`config.mk`:
```
export PLATFORM = sky130hd
export DESIGN_NAME = ax25_hdlc_nrzi_framer
export DESIGN_NICKNAME = d
export VERILOG_FILES = /design/src/hdl/ax25f_pkg.sv /design/src/hdl/ax25f_front.sv /design/src/hdl/ax25f_queue.sv /design/src/hdl/ax25f_back.sv /design/src/hdl/ax25_hdlc_nrzi_framer.sv
export VERILOG_INCLUDE_DIRS = /design/src /design/src/hdl
export SDC_FILE = /design/constraint.sdc
export NUM_CORES = 1
export LEC_CHECK = 0
export BUFFER_PORTS_ARGS = -buffer_cell sky130_fd_sc_hd__buf_2
export CORE_AREA = 5 5 144 146
export CTS_BUF_LIST = sky130_fd_sc_hd__clkbuf_8 sky130_fd_sc_hd__clkbuf_16
export CTS_CLUSTER_DIAMETER = 30
export DETAILED_ROUTE_END_ITERATION = 12
export DIE_AREA = 0 0 149 151
export PLACE_DENSITY = 0.46
export REMOVE_ABC_BUFFERS = 1
export SETUP_SLACK_MARGIN = 0.15
export SYNTH_ARGS = -nofsm -noshare
export SYNTH_HDL_FRONTEND = slang
export SYNTH_SLANG_ARGS = --single-unit
```
`constraint.sdc`:
```
create_clock -name clock -period 3 [get_ports clock]
set_clock_uncertainty 0.05 [all_clocks]
set_input_delay 0 -clock clock [delete_from_list [all_inputs] [get_ports clock]]
set_output_delay 0 -clock clock [all_outputs]
set_load 0.02 [all_outputs]
```
`src/hdl/ax25_hdlc_nrzi_framer_defines.svh`:
```
// Assertion macros for the AX.25 HDLC NRZI framer.
// No dependencies; included by the modules that carry assertions.
`ifndef AX25_HDLC_NRZI_FRAMER_DEFINES_SVH
`define AX25_HDLC_NRZI_FRAMER_DEFINES_SVH
`ifndef SYNTHESIS
// Check a property on every rising clock edge outside reset.
`define AX25F_ASSERT(lbl, clk, rst, prop, msg) \
   lbl: assert property (@(posedge clk) disable iff (rst) (prop)) else $error(msg);
// Check that an antecedent implies a consequent in the same cycle.
`define AX25F_ASSERT_IMPL(lbl, clk, rst, ante, cons, msg) \
   lbl: assert property (@(posedge clk) disable iff (rst) (ante) |-> (cons)) \
      else $error(msg);
`else
`define AX25F_ASSERT(lbl, clk, rst, prop, msg)
`define AX25F_ASSERT_IMPL(lbl, clk, rst, ante, cons, msg)
`endif
`endif

```
`src/hdl/ax25f_pkg.sv`:
```
// Shared constants, types and the CRC helper for the AX.25 HDLC NRZI framer.
// No dependencies.
package ax25f_pkg;

   localparam logic [1:0] MODE_START = 2'd0;
   localparam logic [1:0] MODE_FLAG  = 2'd1;
   localparam logic [1:0] MODE_DATA  = 2'd2;
   localparam logic [1:0] MODE_FCS   = 2'd3;

   localparam logic [15:0] CRC_POLY  = 16'h8408;
   localparam logic [15:0] CRC_INIT  = 16'hFFFF;
   localparam logic [7:0]  HDLC_FLAG = 8'h7E;

   // consecutive ones already counted when the next one forces a stuffed zero
   localparam logic [2:0] STUFF_LIMIT = 3'd4;

   localparam int          CNT_W     = 5;
   localparam logic [CNT_W-1:0] BYTE_BITS = 5'd8;
   localparam logic [CNT_W-1:0] WORD_BITS = 5'd16;

   localparam int QUEUE_DEPTH = 4;
   localparam int QUEUE_PTR_W = $clog2(QUEUE_DEPTH);
   localparam int QUEUE_CNT_W = QUEUE_PTR_W + 1;

   typedef struct packed {
      logic [1:0]  mode;
      logic [15:0] payload;
   } queue_entry_type;

   typedef struct packed {
      logic full;
      logic empty;
   } queue_status_type;

   // Fold one byte into the reflected CRC-16, least significant bit first.
   function automatic logic [15:0] crc_byte(input logic [15:0] crc, input logic [7:0] b);
      logic [15:0] c;
      c = crc ^ {8'h00, b};
      for (int j = 0; j < 8; j++) begin
         c = c[0] ? ((c >> 1) ^ CRC_POLY) : (c >> 1);
      end
      return c;
   endfunction

endpackage

```
`src/hdl/ax25f_front.sv`:
```
// Front end of the framer: accepts items, keeps the CRC and builds queue entries.
// Depends on ax25f_pkg.
module ax25f_front (
   input  logic                      clock,
   input  logic                      reset,
   input  logic                      req_valid,
   input  logic [1:0]                req_mode,
   input  logic [7:0]                req_data_byte,
   input  ax25f_pkg::queue_status_type q_status,
   output logic                      q_push,
   output ax25f_pkg::queue_entry_type q_entry
);

   logic [15:0] crc_ff;
   logic [15:0] crc_in;

   assign q_push = req_valid && !q_status.full;

   always_comb begin
      crc_in        = crc_ff;
      q_entry.mode  = req_mode;
      q_entry.payload = 16'h0000;
      unique case (req_mode)
         ax25f_pkg::MODE_START: begin
            crc_in = ax25f_pkg::CRC_INIT;
         end
         ax25f_pkg::MODE_FLAG: begin
            q_entry.payload = {8'h00, ax25f_pkg::HDLC_FLAG};
         end
         ax25f_pkg::MODE_DATA: begin
            crc_in          = ax25f_pkg::crc_byte(crc_ff, req_data_byte);
            q_entry.payload = {8'h00, req_data_byte};
         end
         default: begin
            q_entry.payload = crc_ff ^ ax25f_pkg::CRC_INIT;
         end
      endcase
   end

   always_ff @(posedge clock) begin
      if (reset) begin
         crc_ff <= ax25f_pkg::CRC_INIT;
      end else if (q_push) begin
         crc_ff <= crc_in;
      end
   end

endmodule

```
`src/hdl/ax25f_queue.sv`:
```
// Short FIFO of classified items between front and back end.
// Depends on ax25f_pkg.
module ax25f_queue (
   input  logic                       clock,
   input  logic                       reset,
   input  logic                       push,
   input  ax25f_pkg::queue_entry_type push_entry,
   input  logic                       pop,
   output ax25f_pkg::queue_entry_type head,
   output ax25f_pkg::queue_status_type status
);

   localparam logic [ax25f_pkg::QUEUE_PTR_W-1:0] LAST_PTR =
      ax25f_pkg::QUEUE_PTR_W'(ax25f_pkg::QUEUE_DEPTH - 1);
   localparam logic [ax25f_pkg::QUEUE_CNT_W-1:0] FULL_CNT =
      ax25f_pkg::QUEUE_CNT_W'(ax25f_pkg::QUEUE_DEPTH);

   ax25f_pkg::queue_entry_type slot_ff [ax25f_pkg::QUEUE_DEPTH];
   logic [ax25f_pkg::QUEUE_PTR_W-1:0] wr_ptr_ff, wr_ptr_in;
   logic [ax25f_pkg::QUEUE_PTR_W-1:0] rd_ptr_ff, rd_ptr_in;
   logic [ax25f_pkg::QUEUE_CNT_W-1:0] count_ff, count_in;

   assign head         = slot_ff[rd_ptr_ff];
   assign status.full  = (count_ff == FULL_CNT);
   assign status.empty = (count_ff == '0);

   always_comb begin
      wr_ptr_in = wr_ptr_ff;
      rd_ptr_in = rd_ptr_ff;
      count_in  = count_ff;
      if (push) begin
         wr_ptr_in = (wr_ptr_ff == LAST_PTR) ? '0 : wr_ptr_ff + 1'b1;
      end
      if (pop) begin
         rd_ptr_in = (rd_ptr_ff == LAST_PTR) ? '0 : rd_ptr_ff + 1'b1;
      end
      if (push && !pop) begin
         count_in = count_ff + 1'b1;
      end else if (pop && !push) begin
         count_in = count_ff - 1'b1;
      end
   end

   always_ff @(posedge clock) begin
      if (reset) begin
         wr_ptr_ff <= '0;
         rd_ptr_ff <= '0;
         count_ff  <= '0;
      end else begin
         wr_ptr_ff <= wr_ptr_in;
         rd_ptr_ff <= rd_ptr_in;
         count_ff  <= count_in;
      end
   end

   always_ff @(posedge clock) begin
      if (push) begin
         slot_ff[wr_ptr_ff] <= push_entry;
      end
   end

endmodule

```
`src/hdl/ax25f_back.sv`:
```
// Back end of the framer: serialises queue entries, stuffs zeros, NRZI-codes each bit.
// Depends on ax25f_pkg and ax25_hdlc_nrzi_framer_defines.svh.
`include "ax25_hdlc_nrzi_framer_defines.svh"
module ax25f_back (
   input  logic                        clock,
   input  logic                        reset,
   input  ax25f_pkg::queue_entry_type  head,
   input  ax25f_pkg::queue_status_type q_status,
   output logic                        q_pop,
   output logic                        rsp_valid,
   input  logic                        rsp_stall,
   output logic                        rsp_raw_bit,
   output logic                        rsp_line_tone,
   output logic                        rsp_last_bit
);

   logic                        busy_ff, busy_in;
   logic                        stuff_en_ff, stuff_en_in;
   logic                        stuff_pend_ff, stuff_pend_in;
   logic [2:0]                  ones_ff, ones_in;
   logic                        tone_ff, tone_in;
   logic [15:0]                 shift_ff, shift_in;
   logic [ax25f_pkg::CNT_W-1:0] cnt_ff, cnt_in;
   logic                        rsp_valid_ff, rsp_valid_in;
   logic                        raw_ff, raw_in;
   logic                        line_ff, line_in;
   logic                        last_ff, last_in;

   logic advance, emit, bit_val, stuff_next, last, can_load;

   assign advance = !rsp_valid_ff || !rsp_stall;
   assign emit    = advance && busy_ff;

   always_comb begin
      if (stuff_pend_ff) begin
         bit_val    = 1'b0;
         stuff_next = 1'b0;
         last       = (cnt_ff == '0);
      end else begin
         bit_val    = shift_ff[0];
         stuff_next = stuff_en_ff && shift_ff[0] && (ones_ff == ax25f_pkg::STUFF_LIMIT);
         last       = (cnt_ff == ax25f_pkg::CNT_W'(1)) && !stuff_next;
      end
   end

   assign can_load = !busy_ff || (emit && last);
   assign q_pop    = can_load && !q_status.empty;

   always_comb begin
      busy_in       = busy_ff;
      stuff_en_in   = stuff_en_ff;
      stuff_pend_in = stuff_pend_ff;
      ones_in       = ones_ff;
      tone_in       = tone_ff;
      shift_in      = shift_ff;
      cnt_in        = cnt_ff;
      rsp_valid_in  = rsp_valid_ff;
      raw_in        = raw_ff;
      line_in       = line_ff;
      last_in       = last_ff;

      if (emit) begin
         tone_in       = bit_val ? tone_ff : ~tone_ff;
         stuff_pend_in = stuff_next;
         busy_in       = !last;
         if (stuff_pend_ff || !stuff_en_ff || !bit_val || stuff_next) begin
            ones_in = 3'd0;
         end else begin
            ones_in = ones_ff + 3'd1;
         end
         if (!stuff_pend_ff) begin
            shift_in = shift_ff >> 1;
            cnt_in   = cnt_ff - 1'b1;
         end
      end

      if (advance) begin
         rsp_valid_in = emit;
         if (emit) begin
            raw_in  = bit_val;
            line_in = bit_val ? tone_ff : ~tone_ff;
            last_in = last;
         end
      end

      if (q_pop) begin
         shift_in      = head.payload;
         stuff_pend_in = 1'b0;
         unique case (head.mode)
            ax25f_pkg::MODE_START: begin
               busy_in = 1'b0;
               tone_in = 1'b1;
               ones_in = 3'd0;
            end
            ax25f_pkg::MODE_FLAG: begin
               busy_in     = 1'b1;
               stuff_en_in = 1'b0;
               cnt_in      = ax25f_pkg::BYTE_BITS;
            end
            ax25f_pkg::MODE_DATA: begin
               busy_in     = 1'b1;
               stuff_en_in = 1'b1;
               cnt_in      = ax25f_pkg::BYTE_BITS;
            end
            default: begin
               busy_in     = 1'b1;
               stuff_en_in = 1'b1;
               cnt_in      = ax25f_pkg::WORD_BITS;
            end
         endcase
      end
   end

   always_ff @(posedge clock) begin
      if (reset) begin
         busy_ff       <= 1'b0;
         stuff_en_ff   <= 1'b0;
         stuff_pend_ff <= 1'b0;
         ones_ff       <= 3'd0;
         tone_ff       <= 1'b1;
         cnt_ff        <= '0;
         rsp_valid_ff  <= 1'b0;
      end else begin
         busy_ff       <= busy_in;
         stuff_en_ff   <= stuff_en_in;
         stuff_pend_ff <= stuff_pend_in;
         ones_ff       <= ones_in;
         tone_ff       <= tone_in;
         cnt_ff        <= cnt_in;
         rsp_valid_ff  <= rsp_valid_in;
      end
   end

   always_ff @(posedge clock) begin
      shift_ff <= shift_in;
      raw_ff   <= raw_in;
      line_ff  <= line_in;
      last_ff  <= last_in;
   end

   assign rsp_valid     = rsp_valid_ff;
   assign rsp_raw_bit   = raw_ff;
   assign rsp_line_tone = line_ff;
   assign rsp_last_bit  = last_ff;

   `AX25F_ASSERT_IMPL(a_pend_busy, clock, reset, stuff_pend_ff, busy_ff, "stuff pending while idle")
   `AX25F_ASSERT_IMPL(a_pend_ones, clock, reset, stuff_pend_ff, ones_ff == 3'd0, "ones run not cleared")
   `AX25F_ASSERT_IMPL(a_flag_nostuff, clock, reset, busy_ff && !stuff_en_ff, !stuff_pend_ff, "flag bit stuffed")
   `AX25F_ASSERT_IMPL(a_cnt_live, clock, reset, busy_ff && !stuff_pend_ff, cnt_ff != '0, "busy with no bits left")

endmodule

```
`src/hdl/ax25_hdlc_nrzi_framer.sv`:
```
// Top level of the AX.25 HDLC transmit framer with NRZI line coding.
// Depends on ax25f_pkg, ax25f_front, ax25f_queue and ax25f_back.
//
// Each request transaction carries a mode and a byte. Start clears the CRC, the ones
// count and the tone (back to mark) and sends nothing; flag sends 0x7E unstuffed;
// data folds the byte into the CRC-16 (reflected, 0x8408, preset all ones) and sends
// it LSB first with a zero inserted after five ones; FCS sends the complemented CRC,
// low byte first, stuffed the same way. Every line bit, stuffed zeros included, is
// one response transaction carrying the raw bit, the NRZI tone after it (toggle on
// zero) and a flag marking the last bit of its item. Rate: one line bit per clock
// while the response is not stalled, set by the serialiser in the back end; a run
// of ones carried in from the previous item can force an early stuffed zero, and a
// start holds the serialiser without sending a bit. A four-entry queue parts the
// front end, which takes one request per clock while there is room, from the
// serialiser, so requests are taken while earlier bits still drain and a stalled
// response holds only the serialiser. A request passes through the queue slot, the
// serialiser shift register and the response register before its first bit shows.
module ax25_hdlc_nrzi_framer (
   input  logic       clock,
   input  logic       reset,
   input  logic       req_valid,
   output logic       req_stall,
   input  logic [1:0] req_mode,
   input  logic [7:0] req_data_byte,
   output logic       rsp_valid,
   input  logic       rsp_stall,
   output logic       rsp_raw_bit,
   output logic       rsp_line_tone,
   output logic       rsp_last_bit
);

   ax25f_pkg::queue_entry_type  q_entry;
   ax25f_pkg::queue_entry_type  q_head;
   ax25f_pkg::queue_status_type q_status;
   logic                        q_push;
   logic                        q_pop;

   // hold requests only when the queue has no room
   assign req_stall = q_status.full;

   ax25f_front u_front (
      .clock         (clock),
      .reset         (reset),
      .req_valid     (req_valid),
      .req_mode      (req_mode),
      .req_data_byte (req_data_byte),
      .q_status      (q_status),
      .q_push        (q_push),
      .q_entry       (q_entry)
   );

   ax25f_queue u_queue (
      .clock      (clock),
      .reset      (reset),
      .push       (q_push),
      .push_entry (q_entry),
      .pop        (q_pop),
      .head       (q_head),
      .status     (q_status)
   );

   // advance one line bit per clock whenever the response register is free
   ax25f_back u_back (
      .clock         (clock),
      .reset         (reset),
      .head          (q_head),
      .q_status      (q_status),
      .q_pop         (q_pop),
      .rsp_valid     (rsp_valid),
      .rsp_stall     (rsp_stall),
      .rsp_raw_bit   (rsp_raw_bit),
      .rsp_line_tone (rsp_line_tone),
      .rsp_last_bit  (rsp_last_bit)
   );

endmodule

```
## Word level (Yosys, flattened, before mapping)

Memories as Yosys holds them, arrays and structs flattened. A register that Yosys moved wholly into a read port is not among the register bits.
Index checks and enable logic that the tools add are counted.

- Add/subtract/negate cells: 6
- Eq/ne operators: 10
- Multiplexer cells: 40
- Bitwise operators: 12
- Reductions and logical operators: 38

Operator list:

| kind | count |
|---|---|
| 16-bit 2-to-1 mux | 11 |
| 16-bit case mux with 3 select lines | 1 |
| 16-bit case mux with 2 select lines | 1 |
| 2-bit inverter with 3-bit output | 8 |
| 3-bit 2-to-1 mux | 6 |
| 16-bit inverter | 1 |
| 16-bit by 8-bit bitwise XOR with 16-bit output | 1 |
| 5-bit 2-to-1 mux | 3 |
| 1-bit 2-to-1 mux | 12 |
| 1-bit zero test | 11 |
| 5-bit case mux with 2 select lines | 1 |
| 1-bit logical AND | 9 |
| 2-bit == test (second input constant) | 4 |
| 2-bit 2-to-1 mux | 4 |
| 2-bit AND reduction | 4 |
| 3-bit by 1-bit adder with 3-bit output (second input constant) | 2 |
| 3-bit == test (second input constant) | 2 |
| 2-bit nonzero test | 3 |
| 5-bit by 1-bit == test with 1-bit output (second input constant) | 1 |
| 5-bit zero test | 1 |
| 1-bit logical OR | 5 |
| 5-bit by 1-bit subtractor with 5-bit output (second input constant) | 1 |
| 2-bit by 1-bit adder with 2-bit output (second input constant) | 2 |
| 2-bit by 1-bit == test with 1-bit output (second input constant) | 2 |
| other kinds (7) | 10 |

- Flip-flop bits (word level): 55
- Bits in writable memories: 72
- Output and inout port bits: 5
- Memories kept: 1

Memories:

| name | words | bits a word | read ports | clocked after Yosys merged registers in | wr ports | RTL line | RTL |
|---|---|---|---|---|---|---|---|
| u_queue.slot_ff | 4 | 18 | 1 | 1 | 1 | ax25f_queue.sv:18 | `ax25f_pkg::queue_entry_type slot_ff [ax25f_pkg::QUEUE_DEPTH];` |

## Longest topological paths before layout

Gate-level depths: netlist (run 1).

- Word-level depth: 18
- Depth in mapped cells: 13
- Mapped depth without buffers: 12

## Cells and area by module

A second synthesis (run 1) with hierarchy kept.

- Cell total of the unflattened synthesis: 382
- Area total of the unflattened synthesis: 5770.5 um^2

Modules (own cells, without submodules):

| module | times used | cells an instance | area an instance (um^2) |
|---|---|---|---|
| ax25f_queue | 1 | 138 | 3079.2 |
| ax25f_back | 1 | 129 | 1706.6 |
| ax25f_front | 1 | 115 | 984.7 |

## Worst setup path after synthesis (run 1)

No wires, ideal clock.

- Kind: register to register
- From: register u_back.cnt_ff[0] (netlist bit)
- To: register u_queue.count_ff[2] (netlist bit)
- Data arrival time: 2.471 ns
- Required time: 2.880 ns
- Path slack: 0.409 ns
- Cell stages (with the launch flop): 14
- Path buffers: 1
- Cell sequence: dfxtp_1 > inv_1 > ha_1 > mux2_4 > o2111ai_4 > a21oi_4 > buf_6 > inv_2 > ha_1 > inv_1 > fa_1 > xor2_1 > or3_1 > a21oi_1

- Word-level cells in the longest chain between the ends: 9
- Elaborated cells on any way between the ends: 12
- Classes of those cells: eq/ne: 1; mux: 2; reduce/logical: 9

Ends and longest elaborated chain:

| element | RTL line | RTL |
|---|---|---|
| from (decl) | ax25f_back.sv:23 | `logic [ax25f_pkg::CNT_W-1:0] cnt_ff, cnt_in;` |
| from (signal assigned) | ax25f_back.sv:129 | `cnt_ff <= cnt_in;` |
| 5-bit by 1-bit == test with 1-bit output | ax25f_back.sv:42 | `last = (cnt_ff == ax25f_pkg::CNT_W'(1)) && !stuff_next;` |
| 1-bit logical AND | ax25f_back.sv:42 |  |
| 1-bit 2-to-1 mux * | ax25f_back.sv:35 | `if (stuff_pend_ff) begin` |
| 1-bit logical AND * | ax25f_back.sv:46 | `assign can_load = !busy_ff \|\| (emit && last);` |
| 1-bit logical OR * | ax25f_back.sv:46 |  |
| 1-bit logical AND * | ax25f_back.sv:47 | `assign q_pop = can_load && !q_status.empty;` |
| 1-bit zero test | ax25f_queue.sv:37 | `if (push && !pop) begin` |
| 1-bit logical AND | ax25f_queue.sv:37 |  |
| 3-bit 2-to-1 mux or 2-bit nonzero test (tied branches) | -- |  |
| to (signal assigned) | ax25f_queue.sv:52 | `count_ff <= count_in;` |
| to (decl) | ax25f_queue.sv:21 | `logic [ax25f_pkg::QUEUE_CNT_W-1:0] count_ff, count_in;` |

Every way passes the cells marked *; elsewhere a longest branch is shown, timed or not.
A chain may end at the register's enable or synchronous reset.

## Worst setup path after layout (run 1)

Ends and elaborated chain as after synthesis.

==> flow_summary.toml, run 1 <==
[status]
run_status = "finished clean"

[power_and_ir_drop]
power-per-cell-area_nw_per_um2 = 948
vdd_ir_drop_max_v = 0.000354
power.total_w = 0.00630
power.leakage_nw = 2.41

[yosys]
post_synth_mux_area_share_pct = 12.1
synth-main-ff-cell = "sky130_fd_sc_hd__edfxtp_1"
synth.top_cells.by_area = "sky130_fd_sc_hd__edfxtp_1, sky130_fd_sc_hd__dfxtp_1, sky130_fd_sc_hd__mux4_2"
synth.yosys.warnings = 0
synthesis.area_sq_um = 5680
ys_async_sr_fraction_pct = 0
ys_ff_latch = 129
synth_top_area_cell = "sky130_fd_sc_hd__edfxtp_1"
synth-xor-area-share_pct = 4.78
main_combinational_cell_family_by_area_after_synthesis = "multiplexers"
number_of_enable_flip_flop_cells_after_synthesis = 91
synth_simple_gate_area_share_pct = 8.22
synth-compound-area-share_pct = 6.99
yosysSeqAreaShare_pct = 61.5
synthCells = 384
synth_adder_area_share_pct = 3.44
syn_area_per_cell_sq_um = 14.8
ys_types = 56
synth_largest_type_area_fraction_pct = 48.1

[grt]
first_global_vias = 3283
grt_max_degree = 36
grt.overflow.total = 0
antenna_found_initial = 1
grt_first_pass_wirelength_mm = 18.6
groute.usage.overall_pct = 11.2

[sta]
hold_slack_ns = 0.0602
timing.fmax_mhz = 386
slew_headroom_pct = 55.6
report.final.setup_viol = 0
rsz0062_at_grt = "false"
period_minus_slack_ns = 2.59
slew_violations = 0
worst-slew-pin-transition_ns = 0.666
final-hold-violation-count = 0
period_share_pct = 86.4
fin_setup_tns_ns = 0

[floorplan]
placement_rows = 51
start_util_pct = 29.5
fp.dieArea_sq_um = 22500
io_pins = 19
core_sq_um = 19300
die_width_um = 149
die_h_um = 151

[placed_design]
gpl.final_weighted_congestion = 0.757
detailed_place.area_sq_um = 6060
hpwl_mm = 7.67
number_of_port_buffers = 18

[drt]
routed_wire_length_per_instance_um = 17.0
drt_first_iter_violations = 207
drt_first_pass_iters = 4
postRouteAntennaNets = 0
drt_drc = 0
via_per_inst = 4.50
finalWirelength_mm = 11.8
num_vias = 3133

[cts]
htree_levels = 4
clk-insertion-delay-late_ns = 0.42
cts.path.max_buffers = 2
ctsRootBufferMaster = "sky130_fd_sc_hd__clkbuf_16"
path_clk_slew_ns = 0.06
clock_sink_count = 129
post_cts_resize_count = 0
tritoncts = "yes"
cts-buffers-inserted = 17

[setup_path]
slowest_stage = "sky130_fd_sc_hd__fa_1"
worst-endpoint-arrival_ns = 2.88
reg2regPathDepth = 12
path_class = "reg2reg"
cp-start-kind = "register"
worst-endpoint-required_ns = 3.29
worstPathCellList = "inv_1, ha_1, mux2_4, o2111ai_4, a21oi_4, inv_2, ha_1, inv_1, fa_1, xor2_1, or3_1, a21oi_1"
worstPathMaxFanout = 4
critical_path.max_stage_delay_ns = 0.38
cp-end-kind = "register"

[finish]
multiInputGateArea_sq_um = 2020
fillers = 1871
area_growth_pct = 17.0
final_layout_size_suffix_gt1_share_pct = 22.8
finished_core_util_pct = 34.5
design_area_sq_um = 6640
num-nets-final = 447
register_area_sq_um = 3490

[worst_hold_path]
min_path_type = "in2reg"
min_path_cells = 3

[job]
timing.max_cap.violations = 0
where the power goes:
group          internal, W  switching, W  leakage, nW
registers          0.00234      0.000177         1.18
clock network      0.00118      0.000700        0.279
logic             0.000926      0.000972        0.944
total              0.00445       0.00185         2.41
state kept, by name, summed over array words and instances, names as in the netlist, named ones only:
name and cells:
u_back.tone_ff 1, u_front.crc_ff 16, u_back.rsp_last_bit 1, u_queue.wr_ptr_ff 2
u_back.rsp_raw_bit 1, u_back.rsp_valid 1, u_back.busy_ff 1, u_back.rsp_line_tone 1
u_back.stuff_pend_ff 1, u_back.stuff_en_ff 1, u_back.ones_ff 3, u_queue.count_ff 3
u_queue.slot_ff 72, u_back.cnt_ff 5, u_queue.rd_ptr_ff 2, u_back.shift_ff 16
final timing paths:
kind	from	end	slack [ns]
max	u_back.cnt_ff[0]	u_queue.count_ff[2]	0.41
max reg2reg	u_back.cnt_ff[0]	u_queue.count_ff[2]	0.41
min	req_data_byte[5]	u_queue.slot_ff[2][5]	0.06
min reg2reg	u_queue.wr_ptr_ff[1]	u_queue.wr_ptr_ff[1]	0.45
through the flow:
step,worst slack [ns],std cells
finish,0.409,696
global route,0.253,696
CTS,0.392,695
detailed placement,0.401,660
global placement,0.506,660
floorplan,0.351,367
worst max-delay path: cells and delay by family (launching register included):
kind	cells	cell delay [ns]
multiplexers	1	0.27
adder cells (fa/ha/maj)	3	0.76
flip-flops	1	0.35
XOR/XNOR	1	0.17
buffers and inverters	3	0.24
AO/OA/AOI/OAI	3	0.35
AND/OR/NAND/NOR	1	0.32
layout make-up:
type / instances / area share (%)
flip-flops and latches: 129 / 52.6
multi-input cells: 223 / 30.4
inverters: 15 / 0.848
clock inverters: 14 / 1.64
diodes: 1 / 0.0377
repair buffers: 32 / 3.09
well taps: 265 / 4.99
clock buffers: 17 / 6.41
cells in the final DEF, fill, tap and decap left out, drive strengths merged, types with 17 or more instances in the layout:
cell | synthesis | final
nor3 | 18 | 18
xnor2 | 22 | 22
dfxtp | 38 | 38
buf | 9 | 28
mux4 | 18 | 18
nor2 | 23 | 23
a21oi | 22 | 22
inv | 15 | 19
mux2 | 19 | 19
edfxtp | 91 | 91
clkbuf | 8 | 17
repair_timing:
action / 4_1_cts / 5_1_grt
hold buffers: 4 / 0
buffers inserted: 0 / 0
endpoints found under the hold margin: 12 / 0
routing by layer:
layer | part of all wire [%] | track usage [%] | vias up
li1 | - | - | 1506
met1 | 47 | 14.4 | 1562
met2 | 48 | 17.6 | 47
met3 | 3.0 | 3.44 | 18
met4 | 1.7 | 4.44 | 0
met5 | 0 | 0 | -
synth_stat cells, drive strengths merged (2+ instances only):
cell type / number
a221oi: 2
nor2b: 2
mux2i: 2
or3b: 2
edfxtp: 91
nand3b: 3
nor2: 23
o21ai: 4
xnor2: 22
nor3b: 2
o21bai: 7
xor2: 9
inv: 15
mux2: 19
and3: 5
buf: 9
a21oi: 22
and2: 4
nand2b: 5
nor3: 18
mux4: 18
ha: 14
a211oi: 2
clkbuf: 8
nand2: 12
or3: 3
a2bb2oi: 8
dfxtp: 38
logic make-up (layout without fill, tap and decap cells):
group                      Yosys count  in the layout
AOI/OAI and AO/OA                   54             54
xor gates and xnor gates            31             31
adders and majority gates           15             15
buffers and inverters               32             78
DFF                                129            129
muxes                               39             39
other                                0              1
and+or+nand+nor                     84             84
(Power assumes the default switching activity.)
==> inputs of run 2 (changes only) <==
- ABC_AREA: unset -> 1
- CORE_AREA: 5 5 144 146 -> 5 5 110 112
- DIE_AREA: 0 0 149 151 -> 0 0 115 117
- PLACE_DENSITY: 0.46 -> 0.72
- SKIP_CTS_REPAIR_TIMING: unset -> 1
==> run 2 against run 1 <==
Effect of this change: the flow now finishes with violations (negative hold slack); count of clock-buffer cells in the layout grew 2; combinational power is 7% higher; utilization up 26 points; critical path type unchanged; largest cell class unchanged.
==> flow_summary.toml, run 2 <==
[setup_path]
cp-end-kind = "register"
worst-endpoint-arrival_ns = 2.72
worstReg2RegEnd = "u_queue.count_ff[2]"
cp-start-kind = "register"
crit-reg2reg-launch = "u_back.cnt_ff[0]"
reg2reg_setup_slack_ns = 0.52
worst-endpoint-required_ns = 3.24
path_class = "reg2reg"
reg2regPathDepth = 16
worstPathMaxFanout = 22

[cts]
tritoncts = "yes"
cts.path.max_buffers = 2
htree_levels = 4
ctsRootBufferMaster = "sky130_fd_sc_hd__clkbuf_16"
clk-insertion-delay-late_ns = 0.41
path_clk_slew_ns = 0.06
clock_sink_count = 129
cts-buffers-inserted = 17

[sta]
timing.fmax_mhz = 403
slew_headroom_pct = 54.8
rsz0062_at_grt = "false"
period_minus_slack_ns = 2.48
worst-slew-pin-transition_ns = 0.676
slew_violations = 0
period_share_pct = 82.8
report.final.setup_viol = 0
final-hold-violation-count = 8
fin_setup_tns_ns = 0
hold_slack_ns = -0.0149

[drt]
num_vias = 4188
via_per_inst = 5.39
routed_wire_length_per_instance_um = 15.1
finalWirelength_mm = 11.8
drt_first_pass_iters = 5
drt_drc = 0
drt_first_iter_violations = 310
postRouteAntennaNets = 0

[placed_design]
detailed_place.area_sq_um = 6080
hpwl_mm = 7.69
number_of_port_buffers = 18
gpl.final_weighted_congestion = 0.885

[yosys]
synth.yosys.warnings = 0
syn_area_per_cell_sq_um = 9.95
synth-main-ff-cell = "sky130_fd_sc_hd__edfxtp_1"
synth.top_cells.by_area = "sky130_fd_sc_hd__edfxtp_1, sky130_fd_sc_hd__dfxtp_1, sky130_fd_sc_hd__nand2_1"
ys_async_sr_fraction_pct = 0
yosysSeqAreaShare_pct = 59.6
number_of_enable_flip_flop_cells_after_synthesis = 91
synthesis.area_sq_um = 5860
synth_largest_type_area_fraction_pct = 46.6
ys_ff_latch = 129
synth_top_area_cell = "sky130_fd_sc_hd__edfxtp_1"
ys_types = 43
synth_top_cells_by_count = "sky130_fd_sc_hd__nand2_1, sky130_fd_sc_hd__edfxtp_1, sky130_fd_sc_hd__nor2_1"
synthCells = 589
synthMostInstantiatedCell = "sky130_fd_sc_hd__nand2_1"

[job]
timing.max_cap.violations = 0

[finish]
num-nets-final = 650
final_layout_size_suffix_gt1_share_pct = 14.4
design_area_sq_um = 6740
fillers = 899
layout.cells.most_common = "sky130_fd_sc_hd__nand2_1"
max_reg_flops = 72
finished_core_util_pct = 60.5
regMostFlops = "u_queue.slot_ff"
largestRegisters = "u_queue.slot_ff (72), u_back.shift_ff (16), u_front.crc_ff (16)"
antennaDiodeCount = 0
area_growth_pct = 15.0
final_cell_mix = "sky130_fd_sc_hd__nand2_1, sky130_fd_sc_hd__edfxtp_1, sky130_fd_sc_hd__nor2_1"

[floorplan]
core_sq_um = 11100
placement_rows = 39
io_pins = 19
die_h_um = 117
start_util_pct = 52.7
die_width_um = 115
fp.dieArea_sq_um = 13500

[worst_hold_path]
min_delay_endpoint = "u_queue.slot_ff[0][5]"
min_path_type = "in2reg"
min_path_cells = 3
holdCritStartpoint = "req_data_byte[5]"

[grt]
grt_first_pass_wirelength_mm = 19.5
groute.usage.overall_pct = 18.9
grt_max_degree = 33
grt.overflow.total = 0
first_global_vias = 4070
antenna_found_initial = 0

[status]
violations_in_the_final_reports = "negative hold slack"
run_status = "finished with violations"

[power_and_ir_drop]
power-per-cell-area_nw_per_um2 = 982
vdd_ir_drop_max_v = 0.000553
power.total_w = 0.00662
power.leakage_nw = 2.75
## run 2: kinds of logic after synthesis
family,synth area share [%]
multiplexers,0.192
buffers and inverters,5.96
adder cells (fa/ha/maj),3.33
XOR/XNOR,1.94
flip-flops,59.6
AND/OR/NAND/NOR,19.8
AO/OA/AOI/OAI,9.16
## run 2: cell type report
type | count | area [sq um] | area share, %
Clock buffer | 19 | 464 | 6.89
Clock inverter | 13 | 134 | 1.99
Inverter | 55 | 209 | 3.10
Multi-Input combinational cell | 382 | 2020 | 29.9
Sequential cell | 129 | 3490 | 51.9
Tap cell | 143 | 179 | 2.66
Timing Repair Buffer | 36 | 240 | 3.57
## run 2: report_power, final
group          switching, W  leakage, nW  total (W)  internal (W)
Combinational       0.00137         1.28    0.00204      0.000670
Clock              0.000744        0.292    0.00203       0.00129
Sequential         0.000163         1.18    0.00255       0.00238
Total               0.00227         2.75    0.00662       0.00434
## run 2: per-layer routing
metal / vias up / track usage [%] / share of wire, %
li1: 2061 / - / -
met1: 2015 / 23.7 / 44
met2: 91 / 31.7 / 50
met3: 21 / 4.68 / 3.6
met4: 0 / 7.36 / 1.9
met5: - / 0 / 0
## run 2: how the worst max path moves through the flow
stage                          end              from  depth (start not counted)  slack [ns]
3_5_place_dp   u_queue.count_ff[2]  u_back.cnt_ff[0]                         16        0.54
5_1_grt        u_queue.count_ff[2]  u_back.cnt_ff[0]                         16        0.29
6_report       u_queue.count_ff[2]  u_back.cnt_ff[0]                         16        0.52
2_1_floorplan     u_back.cnt_ff[3]          register                         11        0.38
3_3_place_gp   u_queue.count_ff[2]  u_back.cnt_ff[0]                         16        0.63
4_1_cts        u_queue.count_ff[2]  u_back.cnt_ff[0]                         16        0.51
## run 2: metrics by stage
stage	hold WS (ns)	worst slack, ns	instances
floorplan	0.0170	0.381	566
global placement	0.230	0.630	739
detailed placement	0.240	0.542	739
CTS	-0.189	0.510	771
global route	0.0260	0.286	777
finish	-0.0149	0.516	777
## run 2: critical path, stage by stage, from the launching register on
cell	delay, ns
sky130_fd_sc_hd__dfxtp_1	0.39
sky130_fd_sc_hd__inv_1	0.08
sky130_fd_sc_hd__ha_1	0.20
sky130_fd_sc_hd__inv_1	0.05
sky130_fd_sc_hd__nand2_1	0.05
sky130_fd_sc_hd__nand2_1	0.08
sky130_fd_sc_hd__nor2_2	0.04
sky130_fd_sc_hd__nand3_2	0.07
sky130_fd_sc_hd__nand2_4	0.17
sky130_fd_sc_hd__nand2_4	0.11
sky130_fd_sc_hd__ha_1	0.14
sky130_fd_sc_hd__inv_1	0.07
sky130_fd_sc_hd__fa_1	0.39
sky130_fd_sc_hd__a21oi_1	0.14
sky130_fd_sc_hd__o21ai_0	0.11
sky130_fd_sc_hd__o21ai_0	0.17
sky130_fd_sc_hd__a21oi_1	0.06
==> inputs of run 3 (changes only) <==
- ABC_AREA: 1 -> 0
- CORE_AREA: 5 5 110 112 -> 5 5 108 110
- DIE_AREA: 0 0 115 117 -> 0 0 113 115
- PLACE_DENSITY: 0.72 -> 0.73
- clock period: 3 -> 2.45 ns (I/O delays scaled with it)
==> run 3 against run 2 <==
Effect of this change: the run ends with negative hold slack, negative setup slack left; utilization grew 2.9 points; hold slack got worse by 0.027 ns; worst setup slack got worse by 0.52 ns; sequential share of layout area up 0.24 points; count of clock-buffer cells in the layout up 1; design area fell by 0.20%; register-to-register slack got worse by 0.52 ns; via count decreased by 23%; critical path depth down 4; first-iteration DRC count decreased by 18%; non-clock buffer count increased by 10; wire length fell by 7.8%; largest cell class unchanged.
==> flow_summary.toml, run 3 (synthesized netlist as in run 1, its figures left out) <==
[grt]
grt_max_degree = 36
grt.overflow.total = 0
antenna_found_initial = 0
grt_first_pass_wirelength_mm = 17.4
first_global_vias = 3354
groute.usage.overall_pct = 17.9

[placed_design]
hpwl_mm = 6.99
number_of_port_buffers = 18
gpl.final_weighted_congestion = 0.764
detailed_place.area_sq_um = 5920

[sta]
hold_slack_ns = -0.0415
rsz0062_at_grt = "true"
period_minus_slack_ns = 2.45
setup_ws_ns = -0.00349
slew_violations = 0
report.final.setup_viol = 1
timing.fmax_mhz = 408
worst-slew-pin-transition_ns = 1.09
final-hold-violation-count = 9
slew_headroom_pct = 27.7
period_share_pct = 100
fin_setup_tns_ns = -0.00349

[finish]
area_growth_pct = 18.4
layout.cells.most_common = "sky130_fd_sc_hd__edfxtp_1"
max_reg_flops = 72
design_area_sq_um = 6720
final_layout_size_suffix_gt1_share_pct = 27.2
num-nets-final = 461
largestRegisters = "u_queue.slot_ff (72), u_back.shift_ff (16), u_front.crc_ff (16)"
antennaDiodeCount = 0
regMostFlops = "u_queue.slot_ff"
final_cell_mix = "sky130_fd_sc_hd__edfxtp_1, sky130_fd_sc_hd__dfxtp_1, sky130_fd_sc_hd__nor2_1"

[power_and_ir_drop]
power-per-cell-area_nw_per_um2 = 1190
vdd_ir_drop_max_v = 0.000670
power.leakage_nw = 2.50

[worst_hold_path]
min_path_type = "in2reg"
min_path_cells = 4

[setup_path]
worstPathMaxFanout = 3
worst-endpoint-arrival_ns = 2.85
cp-start-kind = "register"
worstPathCellList = "inv_2, ha_4, mux2_4, o2111ai_4, a21oi_4, inv_2, ha_4, inv_4, fa_2, xor2_1, or3_1, a21oi_2"
crit_buf_inv = 3
path_class = "reg2reg"
worst-endpoint-required_ns = 2.85
crit_family = "adder cells"
reg2regPathDepth = 12
cp-end-kind = "register"
critical_path.max_stage_delay_ns = 0.39
stages_on_the_worst_setup_path = 12
slowest_stage = "sky130_fd_sc_hd__or3_1"

[cts]
ctsRootBufferMaster = "sky130_fd_sc_hd__clkbuf_8"
clock_sink_count = 129
cts.path.max_buffers = 2
cts-buffers-inserted = 17
tritoncts = "yes"
clk-insertion-delay-late_ns = 0.52
path_clk_slew_ns = 0.06
htree_levels = 4

[floorplan]
fp.dieArea_sq_um = 13000
start_util_pct = 53.6
die_width_um = 113
io_pins = 19
placement_rows = 38
core_sq_um = 10600
die_h_um = 115

[drt]
drt_first_iter_violations = 255
routed_wire_length_per_instance_um = 18.5
via_per_inst = 5.49
num_vias = 3213
finalWirelength_mm = 10.8
drt_first_pass_iters = 4
postRouteAntennaNets = 0
drt_drc = 0

[job]
timing.max_cap.violations = 0

[status]
violations_in_the_final_reports = "negative hold slack, negative setup slack"
run_status = "finished with violations"
run 3: changes by cell type in the layout (fill, tap and decap cells not counted), moves of 6 or more:
cell and change:
sky130_fd_sc_hd__o22ai_1 -16, sky130_fd_sc_hd__dlygate4sd3_1 +6, sky130_fd_sc_hd__a2bb2oi_1 +8, sky130_fd_sc_hd__nor2_1 -44
sky130_fd_sc_hd__nor3_1 +14, sky130_fd_sc_hd__nand3_1 -35, sky130_fd_sc_hd__o21ai_0 -45, sky130_fd_sc_hd__a21oi_1 +6
sky130_fd_sc_hd__inv_1 -34, sky130_fd_sc_hd__o21bai_1 +7, sky130_fd_sc_hd__mux4_2 +18, sky130_fd_sc_hd__nand2_1 -112
sky130_fd_sc_hd__mux2_4 +13, sky130_fd_sc_hd__xnor2_1 +13
run 3: worst paths after layout:
kind                               to            startpoint  slack, ns
setup / recovery  u_queue.count_ff[2]      u_back.cnt_ff[0]     -0.003
hold / removal     u_front.crc_ff[10]      req_data_byte[2]      -0.04
setup reg to reg  u_queue.count_ff[2]      u_back.cnt_ff[0]     -0.003
hold reg to reg              register  u_queue.rd_ptr_ff[1]       0.46
run 3: layer usage:
metal / vias up / share of wire [%] / track usage (%)
li1: 1530 / - / -
met1: 1613 / 42 / 22.6
met2: 62 / 53 / 29.2
met3: 8 / 4.2 / 5.05
met4: 0 / 0.95 / 7.77
met5: - / 0 / 0
run 3: area by class of cell:
type	count	area, sq um
Fill cell	760	3880
Inverter	15	61.3
Multi-Input combinational cell	223	2070
Tap cell	140	175
Sequential cell	129	3500
Clock buffer	20	455
Timing Repair Buffer	46	334
Clock inverter	12	126
run 3: per-stage QoR:
step                util (%)  hold WS [ns]  setup WS [ns]  cells  power [W]
detailed placement      55.9         0.231        -0.0352    537    0.00546
CTS                     61.4        -0.322        -0.0445    569    0.00795
finish                  63.4       -0.0415       -0.00349    585    0.00802
global placement        55.9         0.217         0.0582    537    0.00540
floorplan                  -        0.0162         -0.199    367    0.00480
global route            63.4       0.00716        -0.0902    585    0.00848
run 3: tightest hold or removal path, delay by kind of cell:
family | cells | cell delay (ns)
xor+xnor | 2 | 0.32
buf+inv | 1 | 0.11
compound gates | 1 | 0.05
run 3: power breakdown:
group / total, W / internal [W] / switching (W) / leakage (nW)
Clock: 0.00243 / 0.00160 / 0.000835 / 0.310
Combinational: 0.00248 / 0.00126 / 0.00122 / 1.01
Sequential: 0.00310 / 0.00288 / 0.000228 / 1.18
